File: src/hdl/qrs_pkg.sv
// ----------------------------------------------------------------------------
// qrs_pkg
// Shared types and constants of the quadratic root solver.
// ----------------------------------------------------------------------------
package qrs_pkg;

	localparam int COEF_W   = 16;
	localparam int OUT_FRAC = 16;
	localparam int VAL_W    = 32;
	localparam int KIND_W   = 2;
	localparam int DISC_W   = 34;
	localparam int NB_W     = COEF_W + OUT_FRAC + 1;
	localparam int ROOT_W   = 33;
	localparam int REM_W    = 37;
	localparam int SQ_ST    = 33;
	localparam int DEN_W    = COEF_W + 2;
	localparam int NUM_W    = 36;
	localparam int UD_W     = 17;
	localparam int DIV_LAT  = NUM_W + 2;
	localparam int Q_DEPTH  = 4;
	localparam int Q_AW     = 2;

	localparam logic [KIND_W-1:0] KIND_TWO_REAL = 2'd0;
	localparam logic [KIND_W-1:0] KIND_DOUBLE   = 2'd1;
	localparam logic [KIND_W-1:0] KIND_COMPLEX  = 2'd2;
	localparam logic [KIND_W-1:0] KIND_DEGEN    = 2'd3;

	typedef struct packed {
		logic [KIND_W-1:0]      kind;
		logic signed [NB_W-1:0] nb;
		logic [DISC_W-1:0]      mag;
		logic signed [DEN_W-1:0] den;
	} qrs_entry_t;

endpackage

File: src/hdl/qrs_queue.sv
// ----------------------------------------------------------------------------
// qrs_queue
// Short queue between the classifying front and the arithmetic back end.
// ----------------------------------------------------------------------------
module qrs_queue import qrs_pkg::*; (
	input  logic       clk,
	input  logic       arst_n,
	input  logic       push,
	input  qrs_entry_t wr_entry,
	output logic       full,
	input  logic       pop,
	output logic       empty,
	output qrs_entry_t rd_entry
);

	qrs_entry_t       mem_q [Q_DEPTH];
	logic [Q_AW-1:0]  wr_ptr_q, rd_ptr_q;
	logic [Q_AW:0]    count_q;
	logic             do_pop;

	assign full     = count_q == (Q_AW+1)'(Q_DEPTH);
	assign empty    = count_q == '0;
	assign do_pop   = pop && !empty;
	assign rd_entry = mem_q[rd_ptr_q];

	always_ff @(posedge clk) begin
		if (push) begin
			mem_q[wr_ptr_q] <= wr_entry;
		end
	end

	always_ff @(posedge clk or negedge arst_n) begin
		if (!arst_n) begin
			wr_ptr_q <= '0;
			rd_ptr_q <= '0;
			count_q  <= '0;
		end else begin
			if (push) begin
				wr_ptr_q <= wr_ptr_q + 1'b1;
			end
			if (do_pop) begin
				rd_ptr_q <= rd_ptr_q + 1'b1;
			end
			if (push && !do_pop) begin
				count_q <= count_q + 1'b1;
			end else if (do_pop && !push) begin
				count_q <= count_q - 1'b1;
			end
		end
	end

endmodule

File: config.mk
export PLATFORM = sky130hd
export DESIGN_NAME = qrs_queue
export DESIGN_NICKNAME = d
export VERILOG_FILES = /design/src/hdl/qrs_pkg.sv /design/src/hdl/qrs_queue.sv
export SDC_FILE = /design/constraint.sdc
export NUM_CORES = 1
export LEC_CHECK = 0
export ABC_AREA = 0
export BUFFER_PORTS_ARGS = -buffer_cell sky130_fd_sc_hd__buf_2
export CORE_MARGIN = 10
export CORE_UTILIZATION = 51
export CTS_BUF_LIST = sky130_fd_sc_hd__clkbuf_2
export DETAILED_ROUTE_END_ITERATION = 8
export PLACE_DENSITY = 0.72
export SYNTH_ARGS = -nofsm -noshare
export SYNTH_HDL_FRONTEND = slang
export SYNTH_SLANG_ARGS = --single-unit
export TNS_END_PERCENT = 50
File: constraint.sdc
create_clock -name clk -period 6.65 [get_ports clk]
set_input_delay 0.3325 -clock clk [delete_from_list [all_inputs] [get_ports clk]]
set_output_delay 0.3325 -clock clk [all_outputs]
set_load 0.05 [all_outputs]
==> impl_metrics.csv <==
group,metric,value,unit
outcome,run_status,"complete, no violations",
power_and_ir_drop,ir_drop,0.000302,V
cts,cts_buffer_depth,3,
detailed_routing,vias,6372,
place,numPortBuffers,179,
job,drv_cap,0,
place,pre_cts_slack,3.45,ns
sta,slew_violations,0,
grt,grt_pass1_wl,38800,um
power_and_ir_drop,power_density,463,nW/um2
cts,clock_sinks,355,
detailed_routing,routed_wirelength,24700,um
power_and_ir_drop,finalPower,7320,uW
detailed_routing,ant_nets,0,
die,die_x,179,um
die,initial_utilization,0.516,
sta,fin_skew,0.0355,ns
logic_synthesis,synth_seq_area_share,0.820,
critical_path,crit_type,"flop to output pin",
sta,worstMarginPinSlew,0.992,ns
logic_synthesis,synth_area_leaders,"edfxtp_1 81%, mux4_2 15%, dfrtp_1 1.4%, buf_4 0.52%, ha_1 0.48%",
die,coreArea,25100,um2
logic_synthesis,netlist_area,13000,um2
detailed_routing,remaining_drc_errors,0,
sta,setup_viol,0,
critical_path,worstSetupEndpointType,"output pin",
cts,htreeDepth,3,
cts,worstSkewPairLatency,0.82,ns
finish,mostFrequentLayoutCells,"348 x edfxtp_1, 179 x buf_2, 126 x clkbuf_2",
finish,fin_nets,930,
min_path,hold_class,"input pin to flop",
grt,grt_max_degree,66,
sta,clock.fmax,0.258,GHz
grt,grt_use_met3,0.0484,
detailed_routing,drtIter0Drc,358,
sta,fin_crit_sh,0.583,
logic_synthesis,synth_top_area_share,0.806,
power_and_ir_drop,p_leak,0.00562,uW
logic_synthesis,syn_inst,490,
grt,antenna_found_initial,3,
logic_synthesis,syn_area_per_cell,26.4,um2
finish,stdcell_count,1225,
grt,met2_usage,0.258,
cts,root_buffer,"clkbuf_2",
logic_synthesis,yosysTopAreaCell,"edfxtp_1",
grt,gr-usage-met1,0.175,
critical_path,critPathMaxFanout,46,
logic_synthesis,syn_nets,587,
critical_path,required,6.32,ns
cts,ctsResizeCount,0,
grt,grt-busiest-layer,"met2",
die,fp.dieArea,32200,um2
logic_synthesis,synth_cell_types,21,
finish,drive_above_1_share,0.457,
sta,grt_setup_unrepaired,"no",
grt,grt_pass1_vias,7128,
sta,maxSlewHeadroom,0.338,
sta,finalCriticalPeriod,3.87,ns
critical_path,start_kind,"flop",
grt,grt_util_all_layers,0.153,
cts,cts_made_buffers,85,
finish,area.growth.synth_to_final,22.0,%
critical_path,cp.arrival,3.54,ns
die,rows,58,
detailed_routing,routedWlPerCell,20.2,um
cts,clkTransAtPathRegs,0.09,ns
finish,final_common_cell,"edfxtp_1",
sta,worst_slack,2.78,ns
sta,hold_viol,0,
cts,cts_tree,"done",
logic_synthesis,ys_seq_elements,355,
detailed_routing,via_per_inst,5.20,
logic_synthesis,ys_warn_count,0,
place,dp_cells,985,
detailed_routing,drt_first_pass_iters,5,
place,gp_congestion,0.714,
finish,fin_util,0.630,
sta,finalSetupTns,0,ns
die,die_h,179,um
die,io_pins,180,
grt,grt.overflow.total,0,
==> final cells by class <==
| class | count | area (um2) |
|---|---|---|
| Antenna cell | 3 | 7.51 |
| Multi-Input combinational cell | 111 | 2180 |
| Timing Repair Buffer | 276 | 1850 |
| Tap cell | 330 | 413 |
| Clock inverter | 20 | 83.8 |
| Inverter | 4 | 15.0 |
| Fill cell | 1822 | 9300 |
| Clock buffer | 126 | 631 |
| Sequential cell | 355 | 10600 |
==> metal layers <==
layer	vias up	wire, um
li1	2859	-
met1	3231	9770
met2	245	12700
met3	37	1700
met4	0	510
met5	-	0
==> where the power goes <==
| group | total [uW] | switching, uW | internal [uW] |
|---|---|---|---|
| logic | 2910 | 2020 | 890 |
| clock network | 1260 | 765 | 499 |
| registers | 3150 | 219 | 2930 |
==> flip-flops by register name (all words and copies together), names as in the netlist <==
signal	count
count_q	3
mem_q	348
rd_ptr_q	2
wr_ptr_q	2
==> kinds of logic (layout without fill, tap and decap cells) <==
logic type | after synthesis | count (layout) | synth area share
muxes | 88 | 88 | 0.152
DFF | 355 | 355 | 0.820
adders and majority gates | 6 | 6 | 0.00637
other | 0 | 3 | 0
and+or+nand+nor | 10 | 10 | 0.00425
AOI/OAI and AO/OA | 1 | 1 | 0.000386
xor gates and xnor gates | 6 | 6 | 0.00406
buffers and inverters | 24 | 426 | 0.0129
==> critical path, cell delays in order, from the launching register on <==
cell and delay, ns:
dfrtp_4 1.02, buf_4 0.81, mux4_2 0.61, buf_2 0.23
==> worst paths after layout <==
kind                             start           end  slack [ns]  cells past startpoint
max in group asynchronous       arst_n   rd_ptr_q[0]        5.88                      3
min                        wr_entry[3]   mem_q[1][3]        0.26                      2
max reg2reg                wr_ptr_q[0]  mem_q[2][42]        4.33                      4
min reg2reg                 count_q[2]    count_q[2]        0.52                      1
min in group asynchronous       arst_n    count_q[2]        0.50                      3
max                        rd_ptr_q[0]  rd_entry[77]        2.78                      3
==> cell usage after synthesis (all sizes together) <==
library cell	n
and2	4
buf	15
clkbuf	5
dfrtp	7
edfxtp	348
fa	1
ha	5
inv	4
mux2	1
mux4	87
nand2	2
nand3	1
nor2	1
nor3b	1
o21ai	1
or3	1
xnor2	3
xor2	3
==> repair_timing <==
| action | 4_1_cts | 5_1_grt |
|---|---|---|
| buffers inserted | 0 | 0 |
| setup endpoints to repair | 0 | 0 |
| hold buffers | 91 | 0 |
| endpoints found under the hold margin | 360 | 0 |
==> stage by stage <==
stage / hold slack, ns / area, um2
floorplan: 0.0369 / 13000
global placement: 0.166 / 14200
detailed placement: 0.174 / 14200
CTS: 0.152 / 15800
global route: 0.172 / 15800
finish: 0.260 / 15800
Power figures use the tool's default switching activity.
