[src/hdl/qrs_pkg.sv]
// ----------------------------------------------------------------------------
// qrs_pkg
// Shared types and constants of the quadratic root solver.
// ----------------------------------------------------------------------------
package qrs_pkg;

	localparam int COEF_W   = 16;
	localparam int OUT_FRAC = 16;
	localparam int VAL_W    = 32;
	localparam int KIND_W   = 2;
	localparam int DISC_W   = 34;
	localparam int NB_W     = COEF_W + OUT_FRAC + 1;
	localparam int ROOT_W   = 33;
	localparam int REM_W    = 37;
	localparam int SQ_ST    = 33;
	localparam int DEN_W    = COEF_W + 2;
	localparam int NUM_W    = 36;
	localparam int UD_W     = 17;
	localparam int DIV_LAT  = NUM_W + 2;
	localparam int Q_DEPTH  = 4;
	localparam int Q_AW     = 2;

	localparam logic [KIND_W-1:0] KIND_TWO_REAL = 2'd0;
	localparam logic [KIND_W-1:0] KIND_DOUBLE   = 2'd1;
	localparam logic [KIND_W-1:0] KIND_COMPLEX  = 2'd2;
	localparam logic [KIND_W-1:0] KIND_DEGEN    = 2'd3;

	typedef struct packed {
		logic [KIND_W-1:0]      kind;
		logic signed [NB_W-1:0] nb;
		logic [DISC_W-1:0]      mag;
		logic signed [DEN_W-1:0] den;
	} qrs_entry_t;

endpackage

[src/hdl/qrs_front.sv]
// ----------------------------------------------------------------------------
// qrs_front
// Forms the discriminant, classifies the equation and builds a queue entry.
// ----------------------------------------------------------------------------
module qrs_front import qrs_pkg::*; (
	input  logic                     clk,
	input  logic                     arst_n,
	input  logic                     in_valid,
	output logic                     in_ready,
	input  logic signed [COEF_W-1:0] coef_quad,
	input  logic signed [COEF_W-1:0] coef_lin,
	input  logic signed [COEF_W-1:0] coef_const,
	output logic                     push,
	output qrs_entry_t               entry,
	input  logic                     full
);

	logic                          en;
	logic                          v_s1, v_s2;
	logic signed [COEF_W-1:0]      a_s1, b_s1;
	logic signed [2*COEF_W-1:0]    bb_s1, ac_s1;
	logic signed [DISC_W-1:0]      d;
	qrs_entry_t                    ent_d, ent_s2;

	assign en       = !v_s2 || !full;
	assign in_ready = en;

	always_ff @(posedge clk or negedge arst_n) begin
		if (!arst_n) begin
			v_s1 <= 1'b0;
			v_s2 <= 1'b0;
		end else if (en) begin
			v_s1 <= in_valid;
			v_s2 <= v_s1;
		end
	end

	always_ff @(posedge clk) begin
		if (en) begin
			a_s1   <= coef_quad;
			b_s1   <= coef_lin;
			bb_s1  <= coef_lin * coef_lin;
			ac_s1  <= coef_quad * coef_const;
			ent_s2 <= ent_d;
		end
	end

	always_comb begin
		d = DISC_W'(bb_s1) - (DISC_W'(ac_s1) <<< 2);
		ent_d.nb  = -(NB_W'(b_s1) <<< OUT_FRAC);
		ent_d.den = DEN_W'(a_s1) <<< 1;
		ent_d.mag = d[DISC_W-1] ? DISC_W'(-d) : DISC_W'(d);
		if (a_s1 == '0) begin
			ent_d.kind = KIND_DEGEN;
		end else if (d == '0) begin
			ent_d.kind = KIND_DOUBLE;
		end else if (d[DISC_W-1]) begin
			ent_d.kind = KIND_COMPLEX;
		end else begin
			ent_d.kind = KIND_TWO_REAL;
		end
	end

	assign push  = v_s2 && !full;
	assign entry = ent_s2;

endmodule

[config.mk]
export PLATFORM = sky130hd
export DESIGN_NAME = qrs_front
export DESIGN_NICKNAME = d
export VERILOG_FILES = /design/src/hdl/qrs_pkg.sv /design/src/hdl/qrs_front.sv
export SDC_FILE = /design/constraint.sdc
export NUM_CORES = 2
export LEC_CHECK = 0
export ABC_AREA = 1
export ABC_CLOCK_PERIOD_IN_PS = 6400
export BUFFER_PORTS_ARGS = -buffer_cell sky130_fd_sc_hd__buf_2
export CORE_ASPECT_RATIO = 1.5
export CORE_MARGIN = 2
export CORE_UTILIZATION = 65
export DETAILED_ROUTE_END_ITERATION = 6
export GPL_TIMING_DRIVEN = 0
export PLACE_DENSITY = 0.84
export SLEW_MARGIN = 10
export SYNTH_ARGS = -nofsm -noshare
export SYNTH_HDL_FRONTEND = slang
export SYNTH_SLANG_ARGS = --single-unit
[constraint.sdc]
create_clock -name clk -period 6.4 [get_ports clk]
set_clock_uncertainty 0.15 [all_clocks]
set_input_delay 1.28 -clock clk [delete_from_list [all_inputs] [get_ports clk]]
set_output_delay 1.28 -clock clk [all_outputs]
set_load 0.1 [all_outputs]
==> impl_metrics.yaml <==
run_status:
  status: "finished with violations"
  violations: "negative setup slack"
logic_synthesis:
  ys_ff_latch: 164
  ys_async_sr_fraction_pct: 1.22
  seq_area_frac_synth_pct: 17.3
  synth_cell_types: 51
  syn_avg_cell_area_um2: 8.37
  yosys_warnings: 0
  synth_edf_count: 162
  synth_top_flop_cell: "edfxtp_1"
  syn_area_um2: 28500
  syn_inst: 3400
setup_path:
  path_buf_inv: 6
  setup.worst_path.end_class: "flip-flop"
  crit_arrival_ns: 6.61
  worstPathRequired_ns: 6.47
  crit_slowest_cell: "fa_1"
  crit_type: "in -> reg"
  rr_worst_depth: 14
  critPathMaxFanout: 6
  start_kind: "primary input"
  slowest_delay_ns: 0.59
  crit_chain: "buf_8, buf_8, clkbuf_16, nand2_4, fa_1, fa_1, fa_2, inv_2, fa_1, fa_1, inv_2, fa_1, inv_2, ha_4, nand2_4, nor4_4, nand4_1, nand3_2, a21o_1, nand2_1, nand2_1, xor2_1"
  path_depth: 22
  path_delay_family: "adder cells"
  cpMostUsedCell: "fa_1"
detailed_routing:
  final_antenna_net_count: 0
  viasPerCell: 5.55
  vias: 23472
  dr.pass1.iters: 6
  post_drt_wl_per_cell_um: 18.8
  drt_iter0_markers: 1865
  wl_um: 79500
  drcViolationCount: 0
placement:
  place.gp.congestion: 0.995
  detailed_place_hpwl_um: 59100
  place_ws_ns: -1.06
  placed_cells: 4095
  place_area_um2: 30500
  portBuffers: 108
sta:
  max_freq_mhz: 153
  worst_pin_slew_ns: 0.726
  setup-violations-final: 7
  final_max_slew_viol_count: 0
  rsz0062_at_grt: "yes"
  min_period_ns: 6.55
  fin_crit_sh_pct: 102
  finalHoldViolCount: 0
  fin_ws_ns: -0.147
  slew_headroom_pct: 51.6
cts:
  cts_sinks: 164
  clock_latency_ns: 0.47
  clk_path_buf_depth: 2
  htreeDepth: 4
  clkTransAtPathRegs_ns: 0.07
  cts-hold-fix-buffers: 0
  numCtsBuffers: 17
  cts_tree: "done"
  root_buffer: "clkbuf_16"
global_route:
  grt_max_degree: 91
  grt-ovfl-total: 0
  grt_usage_pct: 33.8
  antenna_found_initial: 1
  grt_pass1_vias: 24094
  grt_pass1_wl_um: 118000
floorplan:
  io_pins: 141
  start_util_pct: 66.1
  dieArea_um2: 45500
  die_h_um: 260
  core_um2: 43100
  rows: 93
  die_w_um: 175
cells_and_area:
  nFillCells: 2729
  stdcell_area_um2: 33500
  instances_no_fill: 4233
  drive_above_1_share_pct: 18.2
  syn2layout_area_growth_pct: 17.5
  post-route-util_pct: 77.7
  nNetsFinal: 4405
min_path:
  min_path_cells: 0
  hold_path.class: "reg -> reg"
flow_run:
  drv_cap: 0
==> sequential cells by signal (all words and copies together), names as in the netlist <==
signal / count
v_s2: 1
b_s1: 16
v_s1: 1
bb_s1: 30
a_s1: 16
entry: 68
ac_s1: 32
==> cell families (layout without fill, tap and decap cells) <==
logic type,count (synthesis),after routing,synth area share [%]
buffers and inverters,1105,1351,14.9
other,1,18,0.0132
AND/OR/NAND/NOR,1133,1133,16.6
AO/OA/AOI/OAI,168,168,3.37
XOR/XNOR,127,127,3.96
flip-flops,164,164,17.3
adder cells (fa/ha/maj),702,702,43.9
==> cell usage after synthesis, types with 3 or more instances <==
library cell  count  share of area (%)
a21o_1            6               0.16
a21oi_1          85                1.5
nand2_2          20               0.44
and2_1            8               0.18
o21ai_0          33               0.58
nand3_1          67                1.2
nand4_1          35               0.77
clkbuf_1         89                1.2
nor2_2           15               0.33
nor4_1           10               0.22
a31oi_1           5               0.11
nor2_4            7               0.28
o211ai_1          3              0.079
nor3_1           18               0.32
o21bai_1          9               0.24
o21a_1            7               0.18
edfxtp_1        162                 17
inv_2            18               0.24
o21ai_1           6               0.11
or2_2             7               0.15
buf_4            20               0.53
fa_1            495                 35
ha_1            207                9.1
xor2_1           77                2.4
inv_1           972                 13
nand2_1         787                 10
nor2_1          144                1.9
nand3b_1          6               0.16
nand3_2           4               0.14
xnor2_1          48                1.5
==> routing by layer <==
metal,GRT usage [%],part of all wire [%]
met1,35.8,32
met2,60.9,52
met3,5.22,7.6
met4,25.0,8.9
met5,0,0
==> worst paths after layout <==
kind / slack, ns / end / from
worst max register to register: 2.61 / entry[46] / ac_s1[0]
min in group asynchronous: 0.43 / v_s1 / arst_n
worst min-delay path: 0.30 / entry[14] / a_s1[13]
worst max-delay path: -0.15 / bb_s1[27] / coef_lin[6]
worst min register to register: 0.30 / entry[14] / a_s1[13]
max in group asynchronous: 5.58 / v_s2 / arst_n
==> through the flow <==
step	TNS (ns)	hold slack, ns
2_1_floorplan	-0.244	0.270
3_3_place_gp	-23.61	0.279
3_5_place_dp	-25.42	0.284
4_1_cts	-0.0981	0.300
5_1_grt	-3.44	0.312
6_report	-0.566	0.300
==> layout by cell type, fill, tap and decap left out, drive strengths merged, types with 9 or more instances in the layout <==
master,count
a21oi,87
buf,291
clkbuf,56
conb,17
edfxtp,162
fa,495
ha,207
inv,993
nand2,809
nand3,71
nand4,36
nor2,166
nor3,19
nor4,10
o21ai,39
o21bai,9
xnor2,48
xor2,79
==> repair_timing <==
| action | 4_1_cts | 5_1_grt |
|---|---|---|
| pin swaps | 57 | 146 |
| endpoints found under the setup margin | 32 | 31 |
| setup buffers | 39 | 88 |
| gates resized for setup | 144 | 270 |
| cloned | 1 | 2 |
==> area by class of cell <==
cell class | instances | area [um^2] | share of cell area, %
multi-input cells | 2147 | 20600 | 61.4
flip-flops and latches | 164 | 4910 | 14.7
inverters | 992 | 3740 | 11.2
repair buffers | 239 | 1800 | 5.38
plain buffers | 90 | 1150 | 3.43
well taps | 570 | 713 | 2.13
clock buffers | 18 | 429 | 1.28
clock inverters | 12 | 158 | 0.471
diodes | 1 | 2.50 | 0.00748
Power is left out: the tool's default activity adds up to more than one toggle a clock period on the data nets, which glitch-free logic cannot reach.
